[src/hdl/i2cmbs_pkg.sv]
// ----------------------------------------------------------------------------
// I2C master bit sequencer package
// Shared word types, command codes, sequencer state and configuration types.
// ----------------------------------------------------------------------------
package i2cmbs_pkg;

	localparam int BITS_PER_BYTE = 8;

	typedef enum logic [2:0] {
		OP_IDLE  = 3'd0,
		OP_START = 3'd1,
		OP_STOP  = 3'd2,
		OP_SEND  = 3'd3,
		OP_WACK  = 3'd4,
		OP_READ  = 3'd5
	} op_t;

	typedef enum logic {
		CFG_TICKS_PER_US = 1'b0,
		CFG_ACK_TIMEOUT  = 1'b1
	} cfg_idx_t;

	localparam logic [7:0] TICKS_PER_US_RESET = 8'd1;
	localparam logic [7:0] ACK_TIMEOUT_RESET  = 8'd250;

	typedef struct packed {
		logic [2:0] command;
		logic [7:0] tx_byte;
		logic       send_ack;
		logic       sda_in;
	} req_word_t;

	typedef struct packed {
		logic       scl_level;
		logic       sda_level;
		logic       busy_res;
		logic       done_res;
		logic [7:0] rx_byte;
		logic       ack_failed;
		logic       cmd_rejected;
	} rsp_word_t;

	typedef struct packed {
		logic [7:0] ticks_per_us;
		logic [7:0] ack_timeout;
	} cfg_t;

	typedef struct packed {
		op_t         op;
		logic [3:0]  phase;
		logic [3:0]  bit_index;
		logic [7:0]  shift;
		logic [10:0] delay;
		logic [7:0]  ack_wait;
		logic        scl;
		logic        sda;
		logic        ack_choice;
		logic        ack_fail;
		logic [7:0]  rx_hold;
	} seq_state_t;

	localparam seq_state_t SEQ_STATE_RESET = '{
		op:         OP_IDLE,
		phase:      4'd0,
		bit_index:  4'd0,
		shift:      8'd0,
		delay:      11'd0,
		ack_wait:   8'd0,
		scl:        1'b1,
		sda:        1'b1,
		ack_choice: 1'b0,
		ack_fail:   1'b0,
		rx_hold:    8'd0
	};

endpackage

[src/hdl/i2cmbs_cfg.sv]
// ----------------------------------------------------------------------------
// I2C master bit sequencer configuration registers
// Decodes the write port and holds the tick scale and the ACK timeout.
// ----------------------------------------------------------------------------
module i2cmbs_cfg import i2cmbs_pkg::*; (
	input  logic       clk,
	input  logic       arst_n,
	input  logic       cfg_we,
	input  logic       cfg_index,
	input  logic [7:0] cfg_data,
	output cfg_t       cfg
);

	cfg_t cfg_q;

	always_ff @(posedge clk or negedge arst_n) begin
		if (!arst_n) begin
			cfg_q.ticks_per_us <= TICKS_PER_US_RESET;
			cfg_q.ack_timeout  <= ACK_TIMEOUT_RESET;
		end else if (cfg_we) begin
			unique case (cfg_idx_t'(cfg_index))
				CFG_TICKS_PER_US: cfg_q.ticks_per_us <= cfg_data;
				CFG_ACK_TIMEOUT:  cfg_q.ack_timeout  <= cfg_data;
				default: ;
			endcase
		end
	end

	assign cfg = cfg_q;

endmodule

[src/hdl/i2cmbs_core.sv]
// ----------------------------------------------------------------------------
// I2C master bit sequencer core
// Holds the sequencer state and advances it by one tick per input word.
// ----------------------------------------------------------------------------
module i2cmbs_core import i2cmbs_pkg::*; (
	input  logic      clk,
	input  logic      arst_n,
	input  logic      step,
	input  req_word_t req,
	input  cfg_t      cfg,
	output rsp_word_t rsp
);

	seq_state_t st_q;
	seq_state_t st_d;
	logic       rej_c;
	logic       done_c;

	function automatic logic [10:0] hold_ticks(input logic [2:0] units, input logic [7:0] tpu);
		logic [10:0] t;
		t = {3'd0, tpu};
		case (units)
			3'd1:    hold_ticks = t;
			3'd2:    hold_ticks = t << 1;
			3'd4:    hold_ticks = t << 2;
			default: hold_ticks = 11'd0;
		endcase
	endfunction

	always_comb begin : next_state
		seq_state_t s;
		logic       run;
		logic       fin;
		logic [3:0] nb;
		s      = st_q;
		run    = 1'b0;
		fin    = 1'b0;
		rej_c  = 1'b0;
		done_c = 1'b0;
		nb     = st_q.bit_index + 4'd1;
		if (s.op == OP_IDLE) begin
			if (req.command >= OP_START && req.command <= OP_READ) begin
				s.op       = op_t'(req.command);
				s.phase    = 4'd0;
				s.bit_index = 4'd0;
				s.ack_wait = 8'd0;
				s.delay    = 11'd0;
				if (s.op == OP_SEND) begin
					s.shift = req.tx_byte;
				end
				if (s.op == OP_READ) begin
					s.shift      = 8'd0;
					s.ack_choice = req.send_ack;
				end
				run = 1'b1;
			end
		end else begin
			rej_c = (req.command != OP_IDLE);
			if (s.delay != 11'd0) begin
				s.delay = s.delay - 11'd1;
			end else begin
				run = 1'b1;
			end
		end
		nb = s.bit_index + 4'd1;
		if (run) begin
			unique case (s.op)
				OP_START: begin
					case (s.phase)
						4'd0: begin s.sda = 1'b1; s.delay = 11'd0; s.phase = 4'd1; end
						4'd1: begin
							s.scl = 1'b1; s.delay = hold_ticks(3'd4, cfg.ticks_per_us);
							s.phase = 4'd2;
						end
						4'd2: begin
							s.sda = 1'b0; s.delay = hold_ticks(3'd4, cfg.ticks_per_us);
							s.phase = 4'd3;
						end
						default: begin s.scl = 1'b0; fin = 1'b1; end
					endcase
				end
				OP_STOP: begin
					case (s.phase)
						4'd0: begin s.scl = 1'b0; s.delay = 11'd0; s.phase = 4'd1; end
						4'd1: begin
							s.sda = 1'b0; s.delay = hold_ticks(3'd4, cfg.ticks_per_us);
							s.phase = 4'd2;
						end
						4'd2: begin
							s.scl = 1'b1; s.delay = hold_ticks(3'd4, cfg.ticks_per_us);
							s.phase = 4'd3;
						end
						4'd3: begin
							s.sda = 1'b1; s.delay = hold_ticks(3'd4, cfg.ticks_per_us);
							s.phase = 4'd4;
						end
						default: fin = 1'b1;
					endcase
				end
				OP_SEND: begin
					case (s.phase)
						4'd0: begin s.scl = 1'b0; s.delay = 11'd0; s.phase = 4'd1; end
						4'd1: begin
							s.sda   = s.shift[7];
							s.shift = {s.shift[6:0], 1'b0};
							s.delay = hold_ticks(3'd2, cfg.ticks_per_us);
							s.phase = 4'd2;
						end
						4'd2: begin
							s.scl = 1'b1; s.delay = hold_ticks(3'd2, cfg.ticks_per_us);
							s.phase = 4'd3;
						end
						4'd3: begin
							s.scl       = 1'b0;
							s.delay     = hold_ticks(3'd2, cfg.ticks_per_us);
							s.bit_index = nb;
							s.phase     = (nb < 4'(BITS_PER_BYTE)) ? 4'd1 : 4'd4;
						end
						default: fin = 1'b1;
					endcase
				end
				OP_WACK: begin
					case (s.phase)
						4'd0: begin
							s.sda = 1'b1; s.delay = hold_ticks(3'd1, cfg.ticks_per_us);
							s.phase = 4'd1;
						end
						4'd1: begin
							s.scl = 1'b1; s.delay = hold_ticks(3'd1, cfg.ticks_per_us);
							s.phase = 4'd2;
						end
						default: begin
							if (!req.sda_in) begin
								s.scl      = 1'b0;
								s.ack_fail = 1'b0;
								fin        = 1'b1;
							end else if (s.ack_wait < cfg.ack_timeout) begin
								s.ack_wait = s.ack_wait + 8'd1;
								s.delay    = 11'd0;
							end else begin
								// Timeout: fall into the stop sequence on this tick.
								s.ack_fail = 1'b1;
								s.op       = OP_STOP;
								s.scl      = 1'b0;
								s.delay    = 11'd0;
								s.phase    = 4'd1;
							end
						end
					endcase
				end
				OP_READ: begin
					case (s.phase)
						4'd0: begin
							s.scl = 1'b0; s.sda = 1'b1;
							s.delay = hold_ticks(3'd2, cfg.ticks_per_us);
							s.phase = 4'd1;
						end
						4'd1: begin
							s.scl       = 1'b1;
							s.shift     = {s.shift[6:0], req.sda_in};
							s.delay     = hold_ticks(3'd1, cfg.ticks_per_us);
							s.bit_index = nb;
							s.phase     = (nb < 4'(BITS_PER_BYTE)) ? 4'd0 : 4'd2;
						end
						4'd2: begin s.scl = 1'b0; s.delay = 11'd0; s.phase = 4'd3; end
						4'd3: begin
							s.sda = !s.ack_choice;
							s.delay = hold_ticks(3'd2, cfg.ticks_per_us);
							s.phase = 4'd4;
						end
						4'd4: begin
							s.scl = 1'b1; s.delay = hold_ticks(3'd2, cfg.ticks_per_us);
							s.phase = 4'd5;
						end
						default: begin
							s.scl     = 1'b0;
							s.rx_hold = s.shift;
							fin       = 1'b1;
						end
					endcase
				end
				default: fin = 1'b1;
			endcase
		end
		if (fin) begin
			s.op    = OP_IDLE;
			s.phase = 4'd0;
			s.delay = 11'd0;
			done_c  = 1'b1;
		end
		st_d = s;
	end

	always_comb begin : outputs
		rsp.scl_level    = st_d.scl;
		rsp.sda_level    = st_d.sda;
		rsp.busy_res     = (st_d.op != OP_IDLE);
		rsp.done_res     = done_c;
		rsp.rx_byte      = st_d.rx_hold;
		rsp.ack_failed   = st_d.ack_fail;
		rsp.cmd_rejected = rej_c;
	end

	always_ff @(posedge clk or negedge arst_n) begin
		if (!arst_n) begin
			st_q <= SEQ_STATE_RESET;
		end else if (step) begin
			st_q <= st_d;
		end
	end

	a_idle_clean: assert property (@(posedge clk) disable iff (!arst_n)
		st_q.op == OP_IDLE |-> st_q.phase == 4'd0 && st_q.delay == 11'd0)
		else $error("Idle sequencer holds a stale phase or delay.");

	a_phase_range: assert property (@(posedge clk) disable iff (!arst_n)
		st_q.phase < 4'd6)
		else $error("Sequencer phase out of range.");

	a_done_idle: assert property (@(posedge clk) disable iff (!arst_n)
		step && done_c |=> st_q.op == OP_IDLE)
		else $error("Command finished but the sequencer did not return to idle.");

endmodule

[src/hdl/i2c_master_bit_sequencer.sv]
// ----------------------------------------------------------------------------
// I2C master bit sequencer
// A word waits in the input register; its result word is then registered onto rsp.
// One word per cycle unless stalled; the sequencer state advances one tick per word.
// The input register and the result register each hold one word. While a result
// word is stalled, the input side takes one more word and then stalls.
// Reset: arst_n clears both pipeline valids, idles the sequencer with both
// lines released, and loads ticks_per_us 1 and ack_timeout 250.
// ----------------------------------------------------------------------------
module i2c_master_bit_sequencer import i2cmbs_pkg::*; (
	input  logic       clk,
	input  logic       arst_n,
	input  logic       req_valid,
	output logic       req_stall,
	input  req_word_t  req,
	output logic       rsp_valid,
	input  logic       rsp_stall,
	output rsp_word_t  rsp,
	input  logic       cfg_we,
	input  logic       cfg_index,
	input  logic [7:0] cfg_data
);

	req_word_t req_s1;
	logic      valid_s1;
	rsp_word_t rsp_s2;
	logic      valid_s2;
	rsp_word_t rsp_c;
	cfg_t      cfg;
	logic      advance;

	assign advance   = valid_s1 && (!valid_s2 || !rsp_stall);
	assign req_stall = valid_s1 && !advance;

	i2cmbs_cfg u_cfg (
		.clk       (clk),
		.arst_n    (arst_n),
		.cfg_we    (cfg_we),
		.cfg_index (cfg_index),
		.cfg_data  (cfg_data),
		.cfg       (cfg)
	);

	i2cmbs_core u_core (
		.clk    (clk),
		.arst_n (arst_n),
		.step   (advance),
		.req    (req_s1),
		.cfg    (cfg),
		.rsp    (rsp_c)
	);

	always_ff @(posedge clk or negedge arst_n) begin
		if (!arst_n) begin
			valid_s1 <= 1'b0;
		end else if (req_valid && !req_stall) begin
			valid_s1 <= 1'b1;
		end else if (advance) begin
			valid_s1 <= 1'b0;
		end
	end

	always_ff @(posedge clk) begin
		if (req_valid && !req_stall) begin
			req_s1 <= req;
		end
	end

	always_ff @(posedge clk or negedge arst_n) begin
		if (!arst_n) begin
			valid_s2 <= 1'b0;
		end else if (advance) begin
			valid_s2 <= 1'b1;
		end else if (!rsp_stall) begin
			valid_s2 <= 1'b0;
		end
	end

	always_ff @(posedge clk) begin
		if (advance) begin
			rsp_s2 <= rsp_c;
		end
	end

	assign rsp_valid = valid_s2;
	assign rsp       = rsp_s2;

	a_s1_kept: assert property (@(posedge clk) disable iff (!arst_n)
		valid_s1 && !advance |=> valid_s1)
		else $error("Input word dropped while waiting on the result register.");

	a_s2_kept: assert property (@(posedge clk) disable iff (!arst_n)
		valid_s2 && rsp_stall && !advance |=> valid_s2 && $stable(rsp_s2))
		else $error("Stalled result word was lost or changed.");

	a_done_not_busy: assert property (@(posedge clk) disable iff (!arst_n)
		valid_s2 && rsp_s2.done_res |-> !rsp_s2.busy_res)
		else $error("Result word reports done while still busy.");

endmodule

[config.mk]
export PLATFORM = sky130hd
export DESIGN_NAME = i2c_master_bit_sequencer
export DESIGN_NICKNAME = d
export VERILOG_FILES = /design/src/hdl/i2cmbs_pkg.sv /design/src/hdl/i2cmbs_cfg.sv /design/src/hdl/i2cmbs_core.sv /design/src/hdl/i2c_master_bit_sequencer.sv
export SDC_FILE = /design/constraint.sdc
export NUM_CORES = 1
export LEC_CHECK = 0
export BUFFER_PORTS_ARGS = -buffer_cell sky130_fd_sc_hd__buf_2
export CAP_MARGIN = 15
export CORE_UTILIZATION = 55
export DETAILED_ROUTE_END_ITERATION = 6
export PLACE_DENSITY_LB_ADDON = 0.1
export SYNTH_ARGS = -nofsm -noshare
export SYNTH_HDL_FRONTEND = slang
export SYNTH_HIERARCHICAL = 1
export SYNTH_SLANG_ARGS = --single-unit
[constraint.sdc]
create_clock -name clk -period 3.66 [get_ports clk]
set_input_delay 0.366 -clock clk [delete_from_list [all_inputs] [get_ports clk]]
set_output_delay 0.366 -clock clk [all_outputs]
set_load 0.02 [all_outputs]
==> flow_metrics.tcl, run 1 <==
set metrics [dict create \
    postSynthCellCount 651 \
    clock-skew-final_ns 0.00919 \
    drc 0 \
    clock_path_buffers 2 \
    rsz0062_at_grt "no" \
    drtAntennaViolNets 0 \
    worst_setup_path_end_kind "register" \
    finalSetupViolations 0 \
    cts_hold_buffers 0 \
    post_cts_buffers 0 \
    crit_start "req_s1[11]" \
    dieWidth_um 108 \
    hold_viol_final 0 \
    totalNegativeSetupSlack_ns 0 \
    overflow 0 \
    crit_arrival_ns 3.41 \
    grt_start_max_net_pins 35 \
    initialDrtViolationCount 624 \
    die_h_um 108 \
    h-tree-depth 3 \
    powerDensity_mw_per_mm2 701 \
    hold_path_class "in2async" \
    post-dp-hpwl_mm 12.8 \
    wl_mm 17.5 \
    n_antenna_cell 0 \
    reg2reg_from "req_s1[11]" \
    port_buffers 42 \
    path_max_fanout 10 \
    cts_tree "yes" \
    dieArea_mm2 0.0117 \
    vdd_drop_max_uv 401 \
    cts_made_buffers 9 \
    routedWlPerCell_um 21.1 \
    start_kind "register" \
    yosys-top-cells-count "71 x nand2_1, 59 x dfrtp_1, 44 x a21oi_1, 41 x o21ai_0, 36 x nor2_1" \
    cts.sinks 95 \
    cp.required_ns 3.85 \
    clk_pin_slew_ns 0.07 \
    place_congestion 1.04 \
    clk_latency_ns 0.36 \
    slew_headroom 0.391 \
    ys_seq_area_frac 0.406 \
    yosysTopAreaCell "dfrtp_1" \
    viasPerCell 6.57 \
    num_rows 38 \
    start_util 0.568 \
    period_needed_ns 3.22 \
    postSynth.asyncResetShare 0.716 \
    vias 5437 \
    yosysTopAreaCellShare 0.238 \
    cap_violations 0 \
    tightest_slew_ns 0.912 \
    fill_cells 926 \
    grt_first_pass_wirelength_mm 27.6 \
    syn-cell-area_mm2 0.00621 \
    grt_use_total 0.314 \
    whs_ns 0.0512 \
    dp_cells 812 \
    p_leak_nw 2.80 \
    coreArea_mm2 0.0109 \
    clockRootBuffer "clkbuf_16" \
    final_net_count 720 \
    synth-edff-count 27 \
    synth_nets 688 \
    period_share 0.879 \
    synth.distinct_cells 91 \
    max_freq_mhz 311 \
    synthFlopType "dfrtp_1" \
    pin_count 43 \
    instances_no_fill 828 \
    yosys_warnings 6 \
    drv_slew 0 \
    dr.pass1.iters 5 \
    yosysMostFrequentCell "nand2_1" \
    synth_seq_cells 95 \
    status "finished, final reports clean" \
    antenna_found_initial 0 \
    area_growth_pct 10.2 \
    drive_gt1_frac 0.233 \
    grt_pass1_vias 5074 \
    cts-resized-gates 0 \
    netlist_top_cells_area "dfrtp_1 24%, edfxtp_1 13%, nand2_1 4.3%" \
    crit_type "reg2reg" \
    avgSynthCellArea_um2 9.55 \
]
-- cell families after synthesis --
logic type,share of synthesized area
simple gates,0.191
flops,0.406
buf+inv,0.0602
compound gates,0.239
mux,0.0678
xor+xnor,0.0155
fa+ha+maj,0.0201
-- power breakdown --
group          switching, mW  internal (mW)  leakage (nW)
sequential             0.246           1.38          1.09
clock                  0.436          0.609         0.160
combinational           1.33          0.799          1.55
total                   2.01           2.79          2.80
-- state kept, by name, summed over array words and instances (netlist names) --
| name | count |
|---|---|
| rsp_valid | 1 |
| valid_s1 | 1 |
| req_s1 | 13 |
| u_core/st_q | 50 |
| rsp | 14 |
| u_cfg/cfg | 16 |
-- through the flow --
stage	worst slack (ns)	instance area (um^2)	power (mW)	util
after floorplan	0.192	6210	3.17	-
after CTS	0.483	6850	4.76	0.626
after global placement	0.596	6520	3.67	0.596
final	0.443	6850	4.80	0.626
after detailed placement	0.503	6520	3.69	0.596
after global routing	0.226	6850	5.06	0.626
-- worst max-delay path, cell delays in order, from the launching register on --
cell and delay (ns):
edfxtp_1 0.40, or3_1 0.50, nand3_2 0.22, nand2_1 0.11, inv_1 0.06, ha_1 0.23, a21oi_1 0.13, o21ai_0 0.16
a311oi_2 0.40, o21ai_0 0.25, a221o_1 0.40, a32oi_1 0.19
-- layout make-up --
class                      count  area, um^2  area share
tap                          140         175      0.0256
timing repair buffer          69         413      0.0603
clock inverter                 7         101      0.0148
clock buffer                   9         225      0.0329
inverter                      22        82.6      0.0121
sequential                    95        2520       0.368
multi-input combinational    486        3330       0.486
-- path summary, 6_finish.rpt --
check | cells after the start | slack [ns] | endpoint
max | 11 | 0.44 | rsp[13]
min | 2 | 0.05 | u_cfg/cfg[14]
max reg2reg | 11 | 0.44 | rsp[13]
min reg2reg | 2 | 0.48 | u_core/st_q[5]
max in group asynchronous | 2 | 3.23 | u_core/st_q[10]
min in group clk | 1 | 0.18 | req_s1[2]
-- per-layer routing --
layer | GRT usage | vias to the layer above | part of all wire
met4 | 0.127 | 0 | 0.028
met2 | 0.455 | 285 | 0.43
li1 | - | 2496 | -
met3 | 0.0633 | 44 | 0.085
met5 | 0 | - | 0
met1 | 0.456 | 2612 | 0.45
-- placed cells by master (no fill, tap or decap), drive strengths merged, types with 13 or more instances in the layout --
| cell type | netlist | layout |
|---|---|---|
| a22oi | 13 | 13 |
| inv | 22 | 26 |
| o21ai | 53 | 53 |
| edfxtp | 27 | 27 |
| mux2 | 25 | 25 |
| nor2 | 38 | 38 |
| a21oi | 45 | 45 |
| nand3 | 14 | 14 |
| nor3 | 17 | 17 |
| dfrtp | 59 | 59 |
| buf | 34 | 69 |
| nand2 | 73 | 73 |
| and2 | 13 | 13 |
(Power assumes the default switching activity.)
==> inputs of run 2 (changes only) <==
--- a/config.mk
+++ b/config.mk
@@ -7,6 +7,7 @@
 export LEC_CHECK = 0
 export BUFFER_PORTS_ARGS = -buffer_cell sky130_fd_sc_hd__buf_2
 export CAP_MARGIN = 15
+export CORE_ASPECT_RATIO = 1.5
 export CORE_UTILIZATION = 55
 export DETAILED_ROUTE_END_ITERATION = 6
 export PLACE_DENSITY_LB_ADDON = 0.1
==> run 2 against run 1 <==
- the run now ends with DRC, hold timing left
- non-clock buffer count rose by 1
- clock power rose by 6%
- critical path depth did not move
- routed wire length rose by 8.3%
- setup slack improved by 0.015 ns
- clock-buffer cell count rose by 1
- sequential cell count did not move
- via count rose by 0.99%
- fmax rose by 0.45%
- register-to-register slack barely moved
- sequential share of layout area fell by 0.18 points
- largest cell class unchanged
==> flow_metrics.tcl, run 2 (same netlist as run 1, synthesis figures left out) <==
set metrics [dict create \
    cts.sinks 95 \
    h-tree-depth 3 \
    dieWidth_um 88.8 \
    crit_arrival_ns 3.41 \
    layout.cells.most_common_list "71 x nand2_1, 59 x dfrtp_1, 44 x a21oi_1" \
    grt_start_max_net_pins 46 \
    grt_use_total 0.337 \
    pin_count 43 \
    grt_first_pass_wirelength_mm 29.0 \
    multi_input_area_mm2 0.00333 \
    cts-resized-gates 0 \
    post-dp-hpwl_mm 14.0 \
    clk_pin_slew_ns 0.07 \
    num_rows 47 \
    clock-skew-final_ns 0.0111 \
    path_max_fanout 9 \
    place_congestion 0.979 \
    antenna_found_initial 0 \
    worst_setup_path_end_kind "register" \
    routedWlPerCell_um 22.7 \
    violations "DRC, hold timing" \
    whs_ns -0.0109 \
    start_kind "register" \
    vias 5491 \
    hold_path_class "in2async" \
    period_needed_ns 3.20 \
    initialDrtViolationCount 552 \
    drive_gt1_frac 0.234 \
    largest_reg_flops 50 \
    rsz0062_at_grt "no" \
    hold_viol_final 5 \
    overflow 0 \
    max_freq_mhz 312 \
    crit_type "reg2reg" \
    regToRegEndpoint "rsp[13]" \
    layout_setup_ws_ns 0.458 \
    wl_mm 18.9 \
    clk_latency_ns 0.36 \
    drtAntennaViolNets 0 \
    cp.required_ns 3.86 \
    die_h_um 132 \
    seq_area_mm2 0.00252 \
    tightest_slew_ns 0.767 \
    n_antenna_cell 0 \
    worst-r2r-cell-count 11 \
    utilization 0.626 \
    reg2reg_from "req_s1[11]" \
    dp_slack_ns 0.513 \
    top_register "u_core/st_q" \
    dr.pass1.iters 7 \
    final_net_count 721 \
    clock_path_buffers 2 \
    cts_tree "yes" \
    clockRootBuffer "clkbuf_16" \
    coreArea_mm2 0.0110 \
    vdd_drop_max_uv 395 \
    slew_headroom 0.488 \
    cts_hold_buffers 0 \
    area_growth_pct 10.8 \
    grt_pass1_vias 5254 \
    fill_cells 957 \
    dieArea_mm2 0.0117 \
    r2r_slack_ns 0.46 \
    final_common_cell "nand2_1" \
    p_leak_nw 2.81 \
    start_util 0.565 \
    totalNegativeSetupSlack_ns 0 \
    viasPerCell 6.57 \
    drc 1 \
    port_buffers 42 \
    period_share 0.875 \
    cap_violations 0 \
    drv_slew 0 \
    cts_made_buffers 9 \
    total_power_mw 4.91 \
    powerDensity_mw_per_mm2 713 \
    post_cts_buffers 0 \
    status "finished, violations left" \
    finalSetupViolations 0 \
]
[run 2: per-layer routing]
layer	vias up	GRT usage	routed length [um]	share of wire
li1	2510	-	-	-
met1	2643	0.392	6920	0.37
met2	267	0.579	9730	0.51
met3	71	0.0570	1210	0.064
met4	0	0.178	1070	0.056
met5	-	0	0	0
[run 2: power breakdown]
group / internal (mW) / switching (mW) / total [mW] / leakage [nW]
clock network: 0.673 / 0.426 / 1.10 / 0.164
logic: 0.797 / 1.38 / 2.17 / 1.56
registers: 1.38 / 0.253 / 1.64 / 1.09
total: 2.85 / 2.06 / 4.91 / 2.81
[run 2: area by class of cell]
cell class	count	share of cell area
Inverter	22	0.0120
Timing Repair Buffer	70	0.0611
Multi-Input combinational cell	486	0.484
Clock buffer	10	0.0333
Tap cell	147	0.0267
Clock inverter	6	0.0167
Sequential cell	95	0.367
[run 2: critical path: stages, from the launching register on]
cell	delay, ns
edfxtp_1	0.41
or3_1	0.53
nand3_2	0.21
nand2_1	0.12
inv_1	0.08
ha_1	0.23
a21oi_1	0.12
o21ai_0	0.15
a311oi_2	0.40
o21ai_0	0.24
a221o_1	0.39
a32oi_1	0.17
[run 2: worst max path at each step]
stage	slack (ns)	from	to
5_1_grt	0.33	req_s1[11]	u_core/st_q[18]
3_3_place_gp	0.58	req_s1[11]	rsp[13]
3_5_place_dp	0.51	req_s1[11]	u_core/st_q[19]
4_1_cts	0.48	req_s1[11]	u_core/st_q[19]
6_report	0.46	req_s1[11]	rsp[13]
2_1_floorplan	0.19	req_s1[11]	rsp[13]
[run 2: per-stage QoR]
stage | area (um^2) | std cells
final | 6880 | 836
after detailed placement | 6540 | 820
after global routing | 6880 | 836
after global placement | 6540 | 820
after CTS | 6880 | 836
after floorplan | 6210 | 651
==> inputs of run 3 (changes only) <==
--- a/config.mk
+++ b/config.mk
@@ -9,9 +9,11 @@
 export CAP_MARGIN = 15
 export CORE_ASPECT_RATIO = 1.5
 export CORE_UTILIZATION = 55
+export CTS_CLUSTER_DIAMETER = 100
 export DETAILED_ROUTE_END_ITERATION = 6
-export PLACE_DENSITY_LB_ADDON = 0.1
+export PLACE_DENSITY = 0.77
 export SYNTH_ARGS = -nofsm -noshare
 export SYNTH_HDL_FRONTEND = slang
 export SYNTH_HIERARCHICAL = 1
 export SYNTH_SLANG_ARGS = --single-unit
+export TNS_END_PERCENT = 100
==> run 3 against run 2 <==
- the run now ends clean
- sequential share of layout area up 0.30 points
- first-iteration DRC count is 17% lower
- routed wire length fell by 1.6%
- fmax down 0.32%
- register-to-register slack hardly changed
==> flow_metrics.tcl, run 3 (same netlist as run 1, synthesis figures left out) <==
set metrics [dict create \
    grt_first_pass_wirelength_mm 29.4 \
    dr.pass1.iters 6 \
    post_cts_buffers 0 \
    drtAntennaViolNets 0 \
    final_net_count 718 \
    clock-skew-final_ns 0.00843 \
    die_h_um 132 \
    overflow 0 \
    routedWlPerCell_um 22.4 \
    finalSetupViolations 0 \
    cts_hold_buffers 0 \
    place_congestion 0.982 \
    layout.cells.most_common_list "71 x nand2_1, 59 x dfrtp_1, 44 x a21oi_1" \
    clock_path_buffers 2 \
    max_freq_mhz 311 \
    wl_mm 18.6 \
    cts-resized-gates 0 \
    fin_area_mm2 0.00683 \
    final_common_cell "nand2_1" \
    vias 5567 \
    grt_use_total 0.333 \
    wl_met3_mm 1.07 \
    grt_pass1_vias 5557 \
    rsz0062_at_grt "no" \
    crit_type "reg2reg" \
    antenna_found_initial 0 \
    cts.sinks 95 \
    status "finished, final reports clean" \
    top_layer "met4" \
    num_rows 47 \
    cts_made_buffers 9 \
    tightest_slew_ns 0.958 \
    powerDensity_mw_per_mm2 703 \
    area_growth_pct 9.87 \
    totalNegativeSetupSlack_ns 0 \
    clk_pin_slew_ns 0.07 \
    total_power_mw 4.80 \
    drc 0 \
    cp.required_ns 3.85 \
    dpl_cell_area_mm2 0.00652 \
    layout_setup_ws_ns 0.448 \
    instances_no_fill 833 \
    cts_tree "yes" \
    start_util 0.565 \
    dieWidth_um 88.8 \
    wl_met1_mm 6.91 \
    drive_gt1_frac 0.232 \
    path_max_fanout 9 \
    crit_arrival_ns 3.40 \
    dp_slack_ns 0.482 \
    vdd_drop_max_uv 334 \
    h-tree-depth 3 \
    seq_area_mm2 0.00252 \
    grt_start_max_net_pins 69 \
    period_needed_ns 3.21 \
    slew_headroom 0.355 \
    pin_count 43 \
    wl_met2_mm 9.14 \
    post-dp-hpwl_mm 13.9 \
    viasPerCell 6.68 \
    dieArea_mm2 0.0117 \
    initialDrtViolationCount 458 \
    hold_path_class "in2reg" \
    coreArea_mm2 0.0110 \
    cap_violations 0 \
    drv_slew 0 \
    top_register "u_core/st_q" \
    port_buffers 42 \
    period_share 0.878 \
    hold_viol_final 0 \
    worst_setup_path_end_kind "register" \
    fill_cells 950 \
    clk_latency_ns 0.35 \
    dp_cells 817 \
    largest_reg_flops 50 \
    p_leak_nw 2.78 \
    start_kind "register" \
    multi_input_area_mm2 0.00333 \
    clockRootBuffer "clkbuf_16" \
    n_antenna_cell 0 \
]
==> run 3: cell types whose count changed in the layout (fill, tap and decap cells not counted), sizes merged <==
cell / change
clkbuf: -1
buf: -3
inv: +2
clkinv: +1
bufinv: -2
==> run 3: worst paths after layout <==
path | depth (start not counted) | from | slack (ns) | endpoint
worst max-delay path | 11 | req_s1[11] | 0.45 | rsp[13]
worst min-delay path | 1 | req[1] | 0.19 | req_s1[1]
worst max register to register | 11 | req_s1[11] | 0.45 | rsp[13]
worst min register to register | 2 | u_core/st_q[5] | 0.49 | u_core/st_q[5]
max in group asynchronous | 2 | arst_n | 2.84 | u_core/st_q[25]
min in group asynchronous | 2 | arst_n | 0.22 | rsp_valid
==> run 3: critical path: stages (launching register included) <==
cell	delay, ns
edfxtp_1	0.41
or3_1	0.50
nand3_2	0.20
nand2_1	0.12
inv_1	0.07
ha_1	0.23
a21oi_1	0.12
o21ai_0	0.17
a311oi_2	0.40
o21ai_0	0.26
a221o_1	0.39
a32oi_1	0.18
==> run 3: final cells by class <==
class / count / share of cell area
multi-input combinational: 486 / 0.487
sequential: 95 / 0.370
timing repair buffer: 67 / 0.0583
clock buffer: 9 / 0.0330
tap: 147 / 0.0269
clock inverter: 7 / 0.0126
inverter: 22 / 0.0121
==> run 3: routing by layer <==
layer | vias to the layer above | GRT usage
met5 | - | 0
met2 | 281 | 0.544
met3 | 101 | 0.0582
met4 | 0 | 0.246
met1 | 2681 | 0.381
li1 | 2504 | -
==> run 3: report_power, final <==
group          total, mW  switching (mW)  internal, mW
Combinational       2.17            1.37         0.799
Clock              0.995           0.449         0.546
Sequential          1.64           0.253          1.38
==> run 3: stage by stage <==
step,hold WS [ns],utilization
floorplan,0.0704,-
global placement,0.461,0.593
detailed placement,0.471,0.593
CTS,0.183,0.621
global route,0.181,0.621
finish,0.189,0.621
